File: src/sv/psva_pkg.sv
`timescale 1ns / 1ps
// Shared types, constants and helper functions for the point source visibility accumulator.
// Depends on nothing; every other file of the block but psva_mem imports it.
package psva_pkg;

	localparam int CELLS_DEF = 256;
	localparam int CELL_W    = 8;
	localparam int CPLX_W    = 64;
	localparam int PART_W    = 32;
	localparam int NORM_W    = 16;
	localparam int FACT_W    = 32;
	localparam int OP_W      = 33;
	localparam int PROD_W    = 2 * OP_W;
	localparam int ACC_W     = 40;
	localparam int SH_FINE   = 29;
	localparam int SH_COARSE = 10;
	localparam int STEP_W    = 5;
	localparam int LANES     = 4;
	localparam int ENTRY_W   = LANES * CPLX_W + 1;
	localparam int IN_W      = CELL_W + 9 * CPLX_W + NORM_W;
	localparam int OUT_W     = CELL_W + LANES * CPLX_W;

	localparam logic signed [ACC_W-1:0] SAT_MAX = ACC_W'(64'sd2147483647);
	localparam logic signed [ACC_W-1:0] SAT_MIN = ACC_W'(-64'sd2147483648);

	typedef enum logic [3:0] {
		ST_CLEAR, ST_IDLE, ST_RECIP, ST_BRI, ST_GAP1, ST_SF, ST_GAP2, ST_VIS, ST_READ, ST_WB
	} state_t;

	typedef enum logic [1:0] {DST_BRI, DST_SF, DST_VIS} dst_t;

	typedef struct packed {
		logic              valid;
		logic              neg;
		logic              coarse;
		logic              last;
		dst_t              dst;
		logic [STEP_W-1:0] tag;
	} mac_op_t;

	typedef struct packed {
		logic [PART_W-1:0] val;
		logic              ovf;
	} sat_t;

	function automatic sat_t sat32(input logic signed [ACC_W-1:0] x);
		sat_t s;
		s.val = x[PART_W-1:0];
		s.ovf = 1'b0;
		if (x > SAT_MAX) begin
			s.val = 32'h7fff_ffff;
			s.ovf = 1'b1;
		end else if (x < SAT_MIN) begin
			s.val = 32'h8000_0000;
			s.ovf = 1'b1;
		end
		return s;
	endfunction

	// reduce an 8-bit cell number modulo the cell count, one bit per compare-subtract step
	function automatic logic [16:0] mod_cells(input logic [CELL_W-1:0] x, input int unsigned m);
		logic [17:0] r;
		r = '0;
		for (int i = CELL_W - 1; i >= 0; i--) begin
			r = {r[16:0], x[i]};
			if (r >= 18'(m))
				r = r - 18'(m);
		end
		return r[16:0];
	endfunction

endpackage

File: src/sv/psva_mac.sv
`timescale 1ns / 1ps
// Shared multiply-accumulate unit: registered 33x33 product, then shift and sum of a term group.
// Depends on psva_pkg.
module psva_mac import psva_pkg::*; (
	input  logic                    clk,
	input  logic                    arst_n,
	input  mac_op_t                 op,
	input  logic signed [OP_W-1:0]  a,
	input  logic signed [OP_W-1:0]  b,
	output mac_op_t                 res_op,
	output logic signed [ACC_W-1:0] res
);

	mac_op_t                  op_s1;
	logic signed [PROD_W-1:0] p_s1;
	logic signed [PROD_W-1:0] term;
	logic signed [ACC_W-1:0]  term_n;
	logic signed [ACC_W-1:0]  sum;
	logic signed [ACC_W-1:0]  acc_q;

	always_ff @(posedge clk or negedge arst_n) begin
		if (!arst_n)
			op_s1 <= '0;
		else
			op_s1 <= op;
	end

	always_ff @(posedge clk) begin
		p_s1 <= a * b;
	end

	// each product is shifted on its own, flooring, before it joins the group sum
	always_comb begin
		term   = op_s1.coarse ? (p_s1 >>> SH_COARSE) : (p_s1 >>> SH_FINE);
		term_n = op_s1.neg ? -term[ACC_W-1:0] : term[ACC_W-1:0];
		sum    = acc_q + term_n;
		res    = sum;
		res_op = op_s1;
		res_op.valid = op_s1.valid & op_s1.last;
	end

	always_ff @(posedge clk or negedge arst_n) begin
		if (!arst_n)
			acc_q <= '0;
		else if (op_s1.valid)
			acc_q <= op_s1.last ? '0 : sum;
	end

endmodule

File: config.mk
export PLATFORM = sky130hd
export DESIGN_NAME = psva_mac
export DESIGN_NICKNAME = d
export VERILOG_FILES = /design/src/sv/psva_pkg.sv /design/src/sv/psva_mac.sv
export SDC_FILE = /design/constraint.sdc
export NUM_CORES = 2
export LEC_CHECK = 0
export ABC_AREA = 1
export BUFFER_PORTS_ARGS = -buffer_cell sky130_fd_sc_hd__buf_2
export CORE_ASPECT_RATIO = 2
export CORE_UTILIZATION = 26
export DETAILED_ROUTE_END_ITERATION = 12
export HOLD_SLACK_MARGIN = 0.06
export PLACE_DENSITY_LB_ADDON = 0.25
export SYNTH_ARGS = -nofsm -noshare
export SYNTH_HDL_FRONTEND = slang
export SYNTH_SLANG_ARGS = --single-unit
File: constraint.sdc
create_clock -name clk -period 3.9 [get_ports clk]
set_clock_uncertainty 0.2 [all_clocks]
set_input_delay 0.39 -clock clk [delete_from_list [all_inputs] [get_ports clk]]
set_output_delay 0.39 -clock clk [all_outputs]
set_load 0.03 [all_outputs]
==> metrics.yaml <==
status: "complete, but fails checks"
violations: "setup timing"
crit_slowest_cell: "fa_2"
syn_to_final_growth_pct: 44.1
crit_end: "p_s1[65]"
fp.dieH_um: 614
cp_max_fo: 15
fp.dieW_um: 308
cp.arrival_ns: 7.00
endpoint_kind: "flop"
fin_util_pct: 37.7
rrSetupSlack_ns: -0.33
ys_types: 48
r2r-end: "acc_q[33]"
synth_top_area_cell: "fa_1"
dr_total_vias: 43700
hold_violations: 0
numCtsBuffers: 9
ys_ff_latch: 107
worst_path_largest_cell_delay_ns: 0.59
viasPerCell: 4.41
drive_above_1_share_pct: 34.7
worst_r2r_startpoint: "res_op[8]"
startpoint: "a[32]"
clock_path_buffers: 2
dieArea_um2: 189000
drt_wl_total_um: 195000
ys_seq_area_share_pct: 4.92
slew_headroom_pct: 33.3
synth_top_cell_area_share_pct: 47.1
num_io_pins: 130
fin_crit_ns: 6.91
grt_pass1_vias: 50100
rows: 224
cp_num_buf_inv: 14
finalSetupViolCount: 114
reg2reg_depth: 24
final_nets: 8900
grt_pass1_wl_um: 291000
coreArea_um2: 186000
path_delay_family: "adder cells"
drt_iter0_markers: 1599
synthCells: 6431
synth_common_cells: "inv_1 (1962), nand2_1 (1686), fa_1 (1145), nor2_1 (314), clkbuf_1 (265)"
clk_pin_slew_ns: 0.09
cap_violations: 0
crit_cells: 30
antenna_left: 0
synth-async-reset-ratio_pct: 47.7
clock_latency_ns: 0.40
drt-pass1-iter-count: 5
io_buffers: 129
cts_root_buffer: "clkbuf_16"
start_util_pct: 26.2
fin_ws_ns: -3.01
period_share_pct: 177
synth_edf_count: 0
ys.flop_type: "dfxtp_1"
hpwl_um: 168000
crit_required_ns: 3.99
track_usage_pct: 20.8
cts_tree: "built"
fmax_ghz: 0.145
cts.sinks: 107
hold_class: "reg2reg"
startpoint_type: "primary input"
nFillCells: 19100
tightest_slew_ns: 1.00
wl_per_cell_um: 19.7
path_class: "in2reg"
yosysWarnings: 0
drc: 0
grt_max_degree: 41
htreeDepth: 3
syn_nets: 7907
syn_area_per_cell_um2: 7.57
syn_area_um2: 48700
rsz0062_at_grt: "true"
grt_overflow: 0
yosys-top-cells-area: "fa_1 (47%), inv_1 (15%), nand2_1 (13%)"
gp_congestion: 0.952
maxSlewViolCount: 0
cp_common_cell: "fa_1"
grt_antenna_before_repair: 4
synth_most_common_cell: "inv_1"
==> placed cells by master (no fill, tap or decap), drive strengths merged, types with 3 or more instances in the layout <==
cell type / count
inv: 1967
nand2: 1700
buf: 1253
fa: 1145
nor2: 323
ha: 252
a21oi: 147
nand3: 124
o21ai: 117
xor2: 70
dfxtp: 56
dfrtp: 51
xnor2: 31
and2: 20
nor3: 20
nand4: 19
o21bai: 19
a21o: 14
dlygate4sd3: 12
clkbuf: 12
nand3b: 10
a22o: 10
o21a: 10
a21boi: 10
nor4: 10
or2: 9
a31oi: 3
clkinvlp: 3
==> worst reg2reg max path: cells and delay by family (launching register included) <==
| kind | cells | cell delay (ns) |
|---|---|---|
| adder cells (fa/ha/maj) | 1 | 0.34 |
| AO/OA/AOI/OAI | 2 | 0.42 |
| buffers and inverters | 7 | 0.94 |
| flip-flops | 1 | 0.62 |
| AND/OR/NAND/NOR | 14 | 1.66 |
==> final cells by class <==
type	instances	area (µm²)	area share, %
timing repair inverter	1	11.3	0.0160
sequential	107	2400	3.42
inverter	1963	7420	10.6
antenna	2	5.00	0.00713
multi-input combinational	4072	44700	63.7
clock inverter	7	77.6	0.111
tap	2486	3110	4.43
timing repair buffer	1270	12200	17.4
clock buffer	9	225	0.321
==> state kept, by name, summed over array words and instances (netlist names) <==
signal and cells:
p_s1 56, acc_q 40, res_op 10, op_s1 1
==> layer usage <==
layer	track usage (%)	wire, µm	share of wire [%]
met4	16.7	20800	11
met5	0	13	0.0067
met1	17.6	57200	29
met2	43.3	112000	58
met3	1.38	5010	2.6
==> how the worst min path moves through the flow <==
| stage | from | cells after the start | slack, ns | end |
|---|---|---|---|---|
| 5_1_grt | acc_q[37] | 2 | 0.31 | acc_q[37] |
| 3_5_place_dp | acc_q[39] | 2 | 0.27 | acc_q[39] |
| 3_3_place_gp | acc_q[19] | 2 | 0.27 | acc_q[19] |
| 6_report | acc_q[39] | 2 | 0.29 | acc_q[39] |
| 2_1_floorplan | arst_n | 0 | -0.11 | acc_q[0] |
| 4_1_cts | acc_q[39] | 2 | 0.30 | acc_q[39] |
==> what timing repair did <==
| item | CTS | global route |
|---|---|---|
| setup endpoints to repair | 124 | 123 |
| buffers inserted | 171 | 101 |
| gates resized for setup | 1157 | 890 |
| gates cloned | 10 | 2 |
| hold endpoints to repair | 46 | 0 |
| hold buffers | 12 | 0 |
| pin swaps | 408 | 539 |
==> through the flow <==
stage / hold slack [ns] / setup slack, ns / cells / cell area, µm² / TNS, ns
floorplan: -0.106 / -3.38 / 6431 / 51200 / -142.97
global placement: 0.269 / -4.01 / 9694 / 60300 / -228.04
detailed placement: 0.273 / -4.01 / 9694 / 60300 / -229.00
CTS: 0.295 / -3.00 / 9895 / 66500 / -184.29
global route: 0.314 / -3.27 / 9916 / 70200 / -196.78
finish: 0.292 / -3.01 / 9917 / 70200 / -176.46
==> kinds of logic after synthesis <==
logic type / share of synthesized area [%]
and+or+nand+nor: 18.2
adders and majority gates: 53.6
muxes: 0.0206
DFF: 4.92
buffers and inverters: 17.6
AOI/OAI and AO/OA: 3.90
xor gates and xnor gates: 1.82
Power is left out: the tool's default activity adds up to more than one toggle a clock period on the data nets, which glitch-free logic cannot reach.
