### src/sv/psva_pkg.sv
`timescale 1ns / 1ps
// Shared types, constants and helper functions for the point source visibility accumulator.
// Depends on nothing; every other file of the block but psva_mem imports it.
package psva_pkg;

	localparam int CELLS_DEF = 256;
	localparam int CELL_W    = 8;
	localparam int CPLX_W    = 64;
	localparam int PART_W    = 32;
	localparam int NORM_W    = 16;
	localparam int FACT_W    = 32;
	localparam int OP_W      = 33;
	localparam int PROD_W    = 2 * OP_W;
	localparam int ACC_W     = 40;
	localparam int SH_FINE   = 29;
	localparam int SH_COARSE = 10;
	localparam int STEP_W    = 5;
	localparam int LANES     = 4;
	localparam int ENTRY_W   = LANES * CPLX_W + 1;
	localparam int IN_W      = CELL_W + 9 * CPLX_W + NORM_W;
	localparam int OUT_W     = CELL_W + LANES * CPLX_W;

	localparam logic signed [ACC_W-1:0] SAT_MAX = ACC_W'(64'sd2147483647);
	localparam logic signed [ACC_W-1:0] SAT_MIN = ACC_W'(-64'sd2147483648);

	typedef enum logic [3:0] {
		ST_CLEAR, ST_IDLE, ST_RECIP, ST_BRI, ST_GAP1, ST_SF, ST_GAP2, ST_VIS, ST_READ, ST_WB
	} state_t;

	typedef enum logic [1:0] {DST_BRI, DST_SF, DST_VIS} dst_t;

	typedef struct packed {
		logic              valid;
		logic              neg;
		logic              coarse;
		logic              last;
		dst_t              dst;
		logic [STEP_W-1:0] tag;
	} mac_op_t;

	typedef struct packed {
		logic [PART_W-1:0] val;
		logic              ovf;
	} sat_t;

	function automatic sat_t sat32(input logic signed [ACC_W-1:0] x);
		sat_t s;
		s.val = x[PART_W-1:0];
		s.ovf = 1'b0;
		if (x > SAT_MAX) begin
			s.val = 32'h7fff_ffff;
			s.ovf = 1'b1;
		end else if (x < SAT_MIN) begin
			s.val = 32'h8000_0000;
			s.ovf = 1'b1;
		end
		return s;
	endfunction

	// reduce an 8-bit cell number modulo the cell count, one bit per compare-subtract step
	function automatic logic [16:0] mod_cells(input logic [CELL_W-1:0] x, input int unsigned m);
		logic [17:0] r;
		r = '0;
		for (int i = CELL_W - 1; i >= 0; i--) begin
			r = {r[16:0], x[i]};
			if (r >= 18'(m))
				r = r - 18'(m);
		end
		return r[16:0];
	endfunction

endpackage

### src/sv/psva_recip.sv
`timescale 1ns / 1ps
// Iterative reciprocal unit: fact = floor(2^31 / norm), one quotient bit per cycle.
// Depends on psva_pkg.
module psva_recip import psva_pkg::*; (
	input  logic              clk,
	input  logic              arst_n,
	input  logic              start,
	input  logic [NORM_W-1:0] norm,
	output logic              done,
	output logic [FACT_W-1:0] fact
);

	logic              busy_q;
	logic              done_q;
	logic [4:0]        cnt_q;
	logic [NORM_W-1:0] rem_q;
	logic [NORM_W-1:0] den_q;
	logic [FACT_W-1:0] quo_q;
	logic [NORM_W:0]   trial;
	logic              ge;

	// the dividend 2^31 has a single one, in its top bit
	// a zero divisor makes every trial succeed, so the quotient saturates to all ones
	always_comb begin
		trial = {rem_q, (cnt_q == 5'd31)};
		ge    = trial >= {1'b0, den_q};
	end

	always_ff @(posedge clk or negedge arst_n) begin
		if (!arst_n) begin
			busy_q <= 1'b0;
			done_q <= 1'b0;
			cnt_q  <= '0;
		end else begin
			done_q <= 1'b0;
			if (start) begin
				busy_q <= 1'b1;
				cnt_q  <= 5'd31;
			end else if (busy_q) begin
				cnt_q <= cnt_q - 5'd1;
				if (cnt_q == 5'd0) begin
					busy_q <= 1'b0;
					done_q <= 1'b1;
				end
			end
		end
	end

	always_ff @(posedge clk) begin
		if (start) begin
			den_q <= norm;
			rem_q <= '0;
			quo_q <= '0;
		end else if (busy_q) begin
			rem_q <= ge ? NORM_W'(trial - {1'b0, den_q}) : trial[NORM_W-1:0];
			quo_q <= {quo_q[FACT_W-2:0], ge};
		end
	end

	assign done = done_q;
	assign fact = quo_q;

endmodule

### config.mk
export PLATFORM = sky130hd
export DESIGN_NAME = psva_recip
export DESIGN_NICKNAME = d
export VERILOG_FILES = /design/src/sv/psva_pkg.sv /design/src/sv/psva_recip.sv
export SDC_FILE = /design/constraint.sdc
export NUM_CORES = 1
export LEC_CHECK = 0
export BUFFER_PORTS_ARGS = -buffer_cell sky130_fd_sc_hd__buf_2
export CORE_ASPECT_RATIO = 0.6
export CORE_MARGIN = 5
export CORE_UTILIZATION = 50
export DETAILED_ROUTE_END_ITERATION = 10
export GPL_TIMING_DRIVEN = 0
export PLACE_DENSITY_LB_ADDON = 0.1
export SLEW_MARGIN = 20
export SYNTH_ARGS = -nofsm -noshare
export SYNTH_HDL_FRONTEND = slang
export SYNTH_SLANG_ARGS = --single-unit
### constraint.sdc
create_clock -name clk -period 2.9 [get_ports clk]
set_input_delay 0.58 -clock clk [delete_from_list [all_inputs] [get_ports clk]]
set_output_delay 0.58 -clock clk [all_outputs]
set_load 0.02 [all_outputs]
==> flow_results.org <==
** Synth
- Of all flip-flops after synthesis, the portion carrying an async set or reset was 9.86%.
- Share of Yosys cell area claimed by the top area cell type :: 26.0%
- Syn Nets :: 431
- Leading area contributor after synthesis :: sky130_fd_sc_hd__dfxtp_1
- After synthesis, flip-flops and latches occupy 43.7% of the total area.
- Most common flop cell mapped by yosys :: sky130_fd_sc_hd__dfxtp_1
- Yosys warning total :: 0
- Dividing the synthesized area by the synthesized cell count gives 9.43 sq um.
- Yosys mapped a number of flops with a built-in enable equal to 16.
- Yosys mapped the design onto between 50 and 60 distinct sky130hd cell types.
- The synthesized netlist occupies a cell area of 3700 sq um.
- Synthesized netlist cell count :: 392
- Top area cells in the synthesized netlist :: sky130_fd_sc_hd__dfxtp_1 (26%), sky130_fd_sc_hd__edfxtp_1 (13%), sky130_fd_sc_hd__mux2i_1 (8.4%)
- After synthesis the netlist holds a flip-flop and latch count of 71.

** Timing
- Highest Clock Rate :: 365 MHz
- The hold violation count in the final report is 0.
- Number of max-slew violations in the final report :: 0
- The worst path needs 2.74 ns of the cycle, external delays included.
- In this run the tightest slew margin relative to its limit is 52.6%.
- Setup violations remaining at the end of the flow were counted as 0.
- For the pin with the worst max-slew slack, the measured transition is 0.710 ns.
- Of the available clock period, the critical path in the final layout requires a little over nine tenths.
- Setup repair after global routing left no endpoint under its margin.
- Fin Clk Skew :: 0.00541 ns
- Adding up every negative setup slack in the final design gives 0 ns.

** Clocking
- The H-tree generated during clock tree synthesis spans 3 levels.
- The clock drives 71 sinks.
- Skew-Pair Late Insertion Delay :: 0.33 ns
- Clock tree synthesis selected as its root buffer the cell sky130_fd_sc_hd__clkbuf_16.
- In this run the deepest clock path goes through 2 buffers.
- Number of gates resized after cts :: 0
- Hold repair after CTS inserted 0 buffers.
- Clock tree synthesis inserted a total of 9 buffers.
- After clock tree synthesis, the clock-pin slew on the worst setup and hold paths is 0.06 ns.
- In this run the post-CTS setup repair buffer count came out at 0.
- TritonCTS built the clock tree.

** Cells and area
- Net count, final :: ~500
- Summing all flip-flop and latch instances after layout gives 1620 sq um.
- Diodes inserted :: 0
- After routing the design area is between 4000 and 5000 sq um.
- Fraction of final layout cells sized beyond drive strength 1 :: between 10% and 20%
- Filler Cells Inserted :: approximately 640
- Area growth from synthesis to layout :: 19.1%
- Leaving out fill and tap cells, the most frequent cell in the layout is sky130_fd_sc_hd__nor2_1.
- Commonest cells after routing, fill and taps aside :: sky130_fd_sc_hd__nor2_1 (60), sky130_fd_sc_hd__buf_2 (56), sky130_fd_sc_hd__dfxtp_1 (48), sky130_fd_sc_hd__mux2i_1 (31), sky130_fd_sc_hd__nand2_1 (22)
- Area occupied by multi-input gates :: just under 2000 sq um

** Global routing
- The number of global-route vias before repair is a little under 3000.
- Wire length of the first global-routing pass :: 15000 um
- The initial antenna violation count was 0.
- Entering global routing, the biggest net connects 18 pins.
- Summed over all layers, the global routing overflow is 0.
- Global routing consumed, over all layers together, 20.2% of the routing resources.

** Pwr
- Summed over all cells, the static leakage comes to 2.09 nW.
- The worst-case IR drop observed on VDD is 0.000545 V.
- Power after layout :: 0.00342 W
- Pwr/cell area :: 777 nW/um^2

** Setup path
- Largest stage delay on the critical path :: approximately 0.44 ns
- Worst Path Arrival :: 2.94 ns
- In this run the worst path has a maximum fanout of 4.
- R2r startpoint :: cnt_q[0]$_DFFE_PN0P_
- The worst setup path is captured at a flip-flop.
- The most critical setup path has its startpoint at cnt_q[0]$_DFFE_PN0P_.
- The worst setup path is launched from a flip-flop.
- Walking the worst path, the cells encountered are ha_1 -> nand4_1 -> ha_1 -> fa_1 -> nand2b_1 -> a21oi_1 -> nand2b_1 -> a31oi_1 -> xnor2_1 -> o221ai_1.
- The largest individual stage delay along the critical path comes from the cell sky130_fd_sc_hd__fa_1.
- For the worst setup path, the data required time is slightly above 3 ns.
- By startpoint and endpoint, the worst setup path is classified as flip-flop to flip-flop.

** Route
- Wire length after detailed routing :: 8980 um
- After detailed routing, the number of remaining DRC violations is 0.
- Final routed wire length divided by cell count :: 15.9 um
- The detail route stage leaves a number of antenna-violating nets equal to 0.
- After the first detailed-routing iteration, the DRC count stood at 217.
- Routed via count divided by cell count :: around 5.6
- DRT Pass-1 Iters :: 5
- Via count :: 3148

** Die
- The die is 76.6 um tall.
- Die span in x :: 121 um
- Initial core utilization :: 51.1%
- The die covers 9270 sq um.
- The floorplan has 24 rows.
- In this run the count of I/O pins placed on the die edge is 52.
- Core region area :: 7240 sq um

** Placement
- The wire-length estimate of the detail-placed layout is ~6700 um.
- After detailed placement, the total cell area comes to 4080 sq um.
- Gpl congestion :: 0.857
- Buffers placed on the I/O ports in this run total 51.

** Status
- Result of the run :: completed

** Run
- Across the run, the number of max-cap violations was 0.

** Worst hold path
- Worst hold-check path type :: primary input to asynchronous set/reset pin
[worst max-delay path: cells and delay by family (launching register included)]
family | cells | cell delay [ns]
DFF | 1 | 0.41
and+or+nand+nor | 3 | 0.44
AOI/OAI and AO/OA | 3 | 0.72
adders and majority gates | 3 | 0.85
xor gates and xnor gates | 1 | 0.19
[routing by layer]
metal  share of wire (%)  track usage, %  vias to the layer above  routed length (um)
met4                 1.5            5.54                        0                 138
met1                  49            31.1                     1447                4390
met5                   0               0                        -                   0
met3                 9.0            5.71                       21                 810
met2                  41            27.3                      140                3640
li1                    -               -                     1540                   -
[Yosys cell counts, drive strengths merged, types with 4 or more instances]
library cell and n:
a211oi 4, a21o 5, a21oi 16, a311oi 10, a31oi 6, buf 10, clkbuf 12, dfrtp 7
dfxtp 48, edfxtp 16, ha 19, inv 18, mux2i 31, nand2 22, nand2b 10, nand3 12
nor2 60, nor3 5, nor3b 4, o21ai 23, or3b 4, xnor2 9, xor2 6
[cell type report]
| cell class | instances | area share, % |
|---|---|---|
| Multi-Input combinational cell | 281 | 43.6 |
| Sequential cell | 71 | 36.7 |
| Clock buffer | 12 | 6.05 |
| Timing Repair Buffer | 51 | 5.80 |
| Tap cell | 104 | 2.96 |
| Buffer | 22 | 2.19 |
| Inverter | 18 | 1.53 |
| Clock inverter | 4 | 1.14 |
[power breakdown]
part           switching [W]  internal [W]
sequential         0.0000998       0.00112
clock               0.000407      0.000738
combinational       0.000638      0.000417
total                0.00114       0.00228
[logic make-up after synthesis]
family | Yosys count | share of synthesized area [%]
adder cells (fa/ha/maj) | 20 | 6.97
XOR/XNOR | 15 | 3.55
buffers and inverters | 40 | 4.43
multiplexers | 31 | 8.40
flip-flops | 71 | 43.7
AND/OR/NAND/NOR | 133 | 17.6
AO/OA/AOI/OAI | 82 | 15.3
[path summary, 6_finish.rpt]
| check | to | slack [ns] | depth (start not counted) |
|---|---|---|---|
| worst max-delay path | rem_q[12]$_SDFFE_PP0P_ | 0.16 | 10 |
| worst min-delay path | cnt_q[4]$_DFFE_PN0P_ | 0.07 | 1 |
| min in group clk | den_q[8]$_DFFE_PP_ | 0.43 | 1 |
| worst max register to register | rem_q[12]$_SDFFE_PP0P_ | 0.16 | 10 |
| max in group asynchronous | cnt_q[1]$_DFFE_PN0P_ | 2.67 | 1 |
| worst min register to register | fact[31]$_SDFFE_PP0P_ | 0.50 | 2 |
[metrics by stage]
step	utilization, %	worst slack, ns	hold slack, ns	cells
floorplan	-	0.638	0.284	392
global placement	56.4	0.312	0.421	547
detailed placement	56.4	0.296	0.424	547
CTS	60.8	0.181	0.0713	563
global route	60.8	0.0253	0.0754	563
finish	60.8	0.157	0.0726	563
[sequential cells by signal (all words and copies together), names as in the netlist]
name and count:
fact 32, den_q 16, rem_q 16, cnt_q 5
busy_q 1, done 1
No activity file was read; power rests on OpenSTA's default activity.
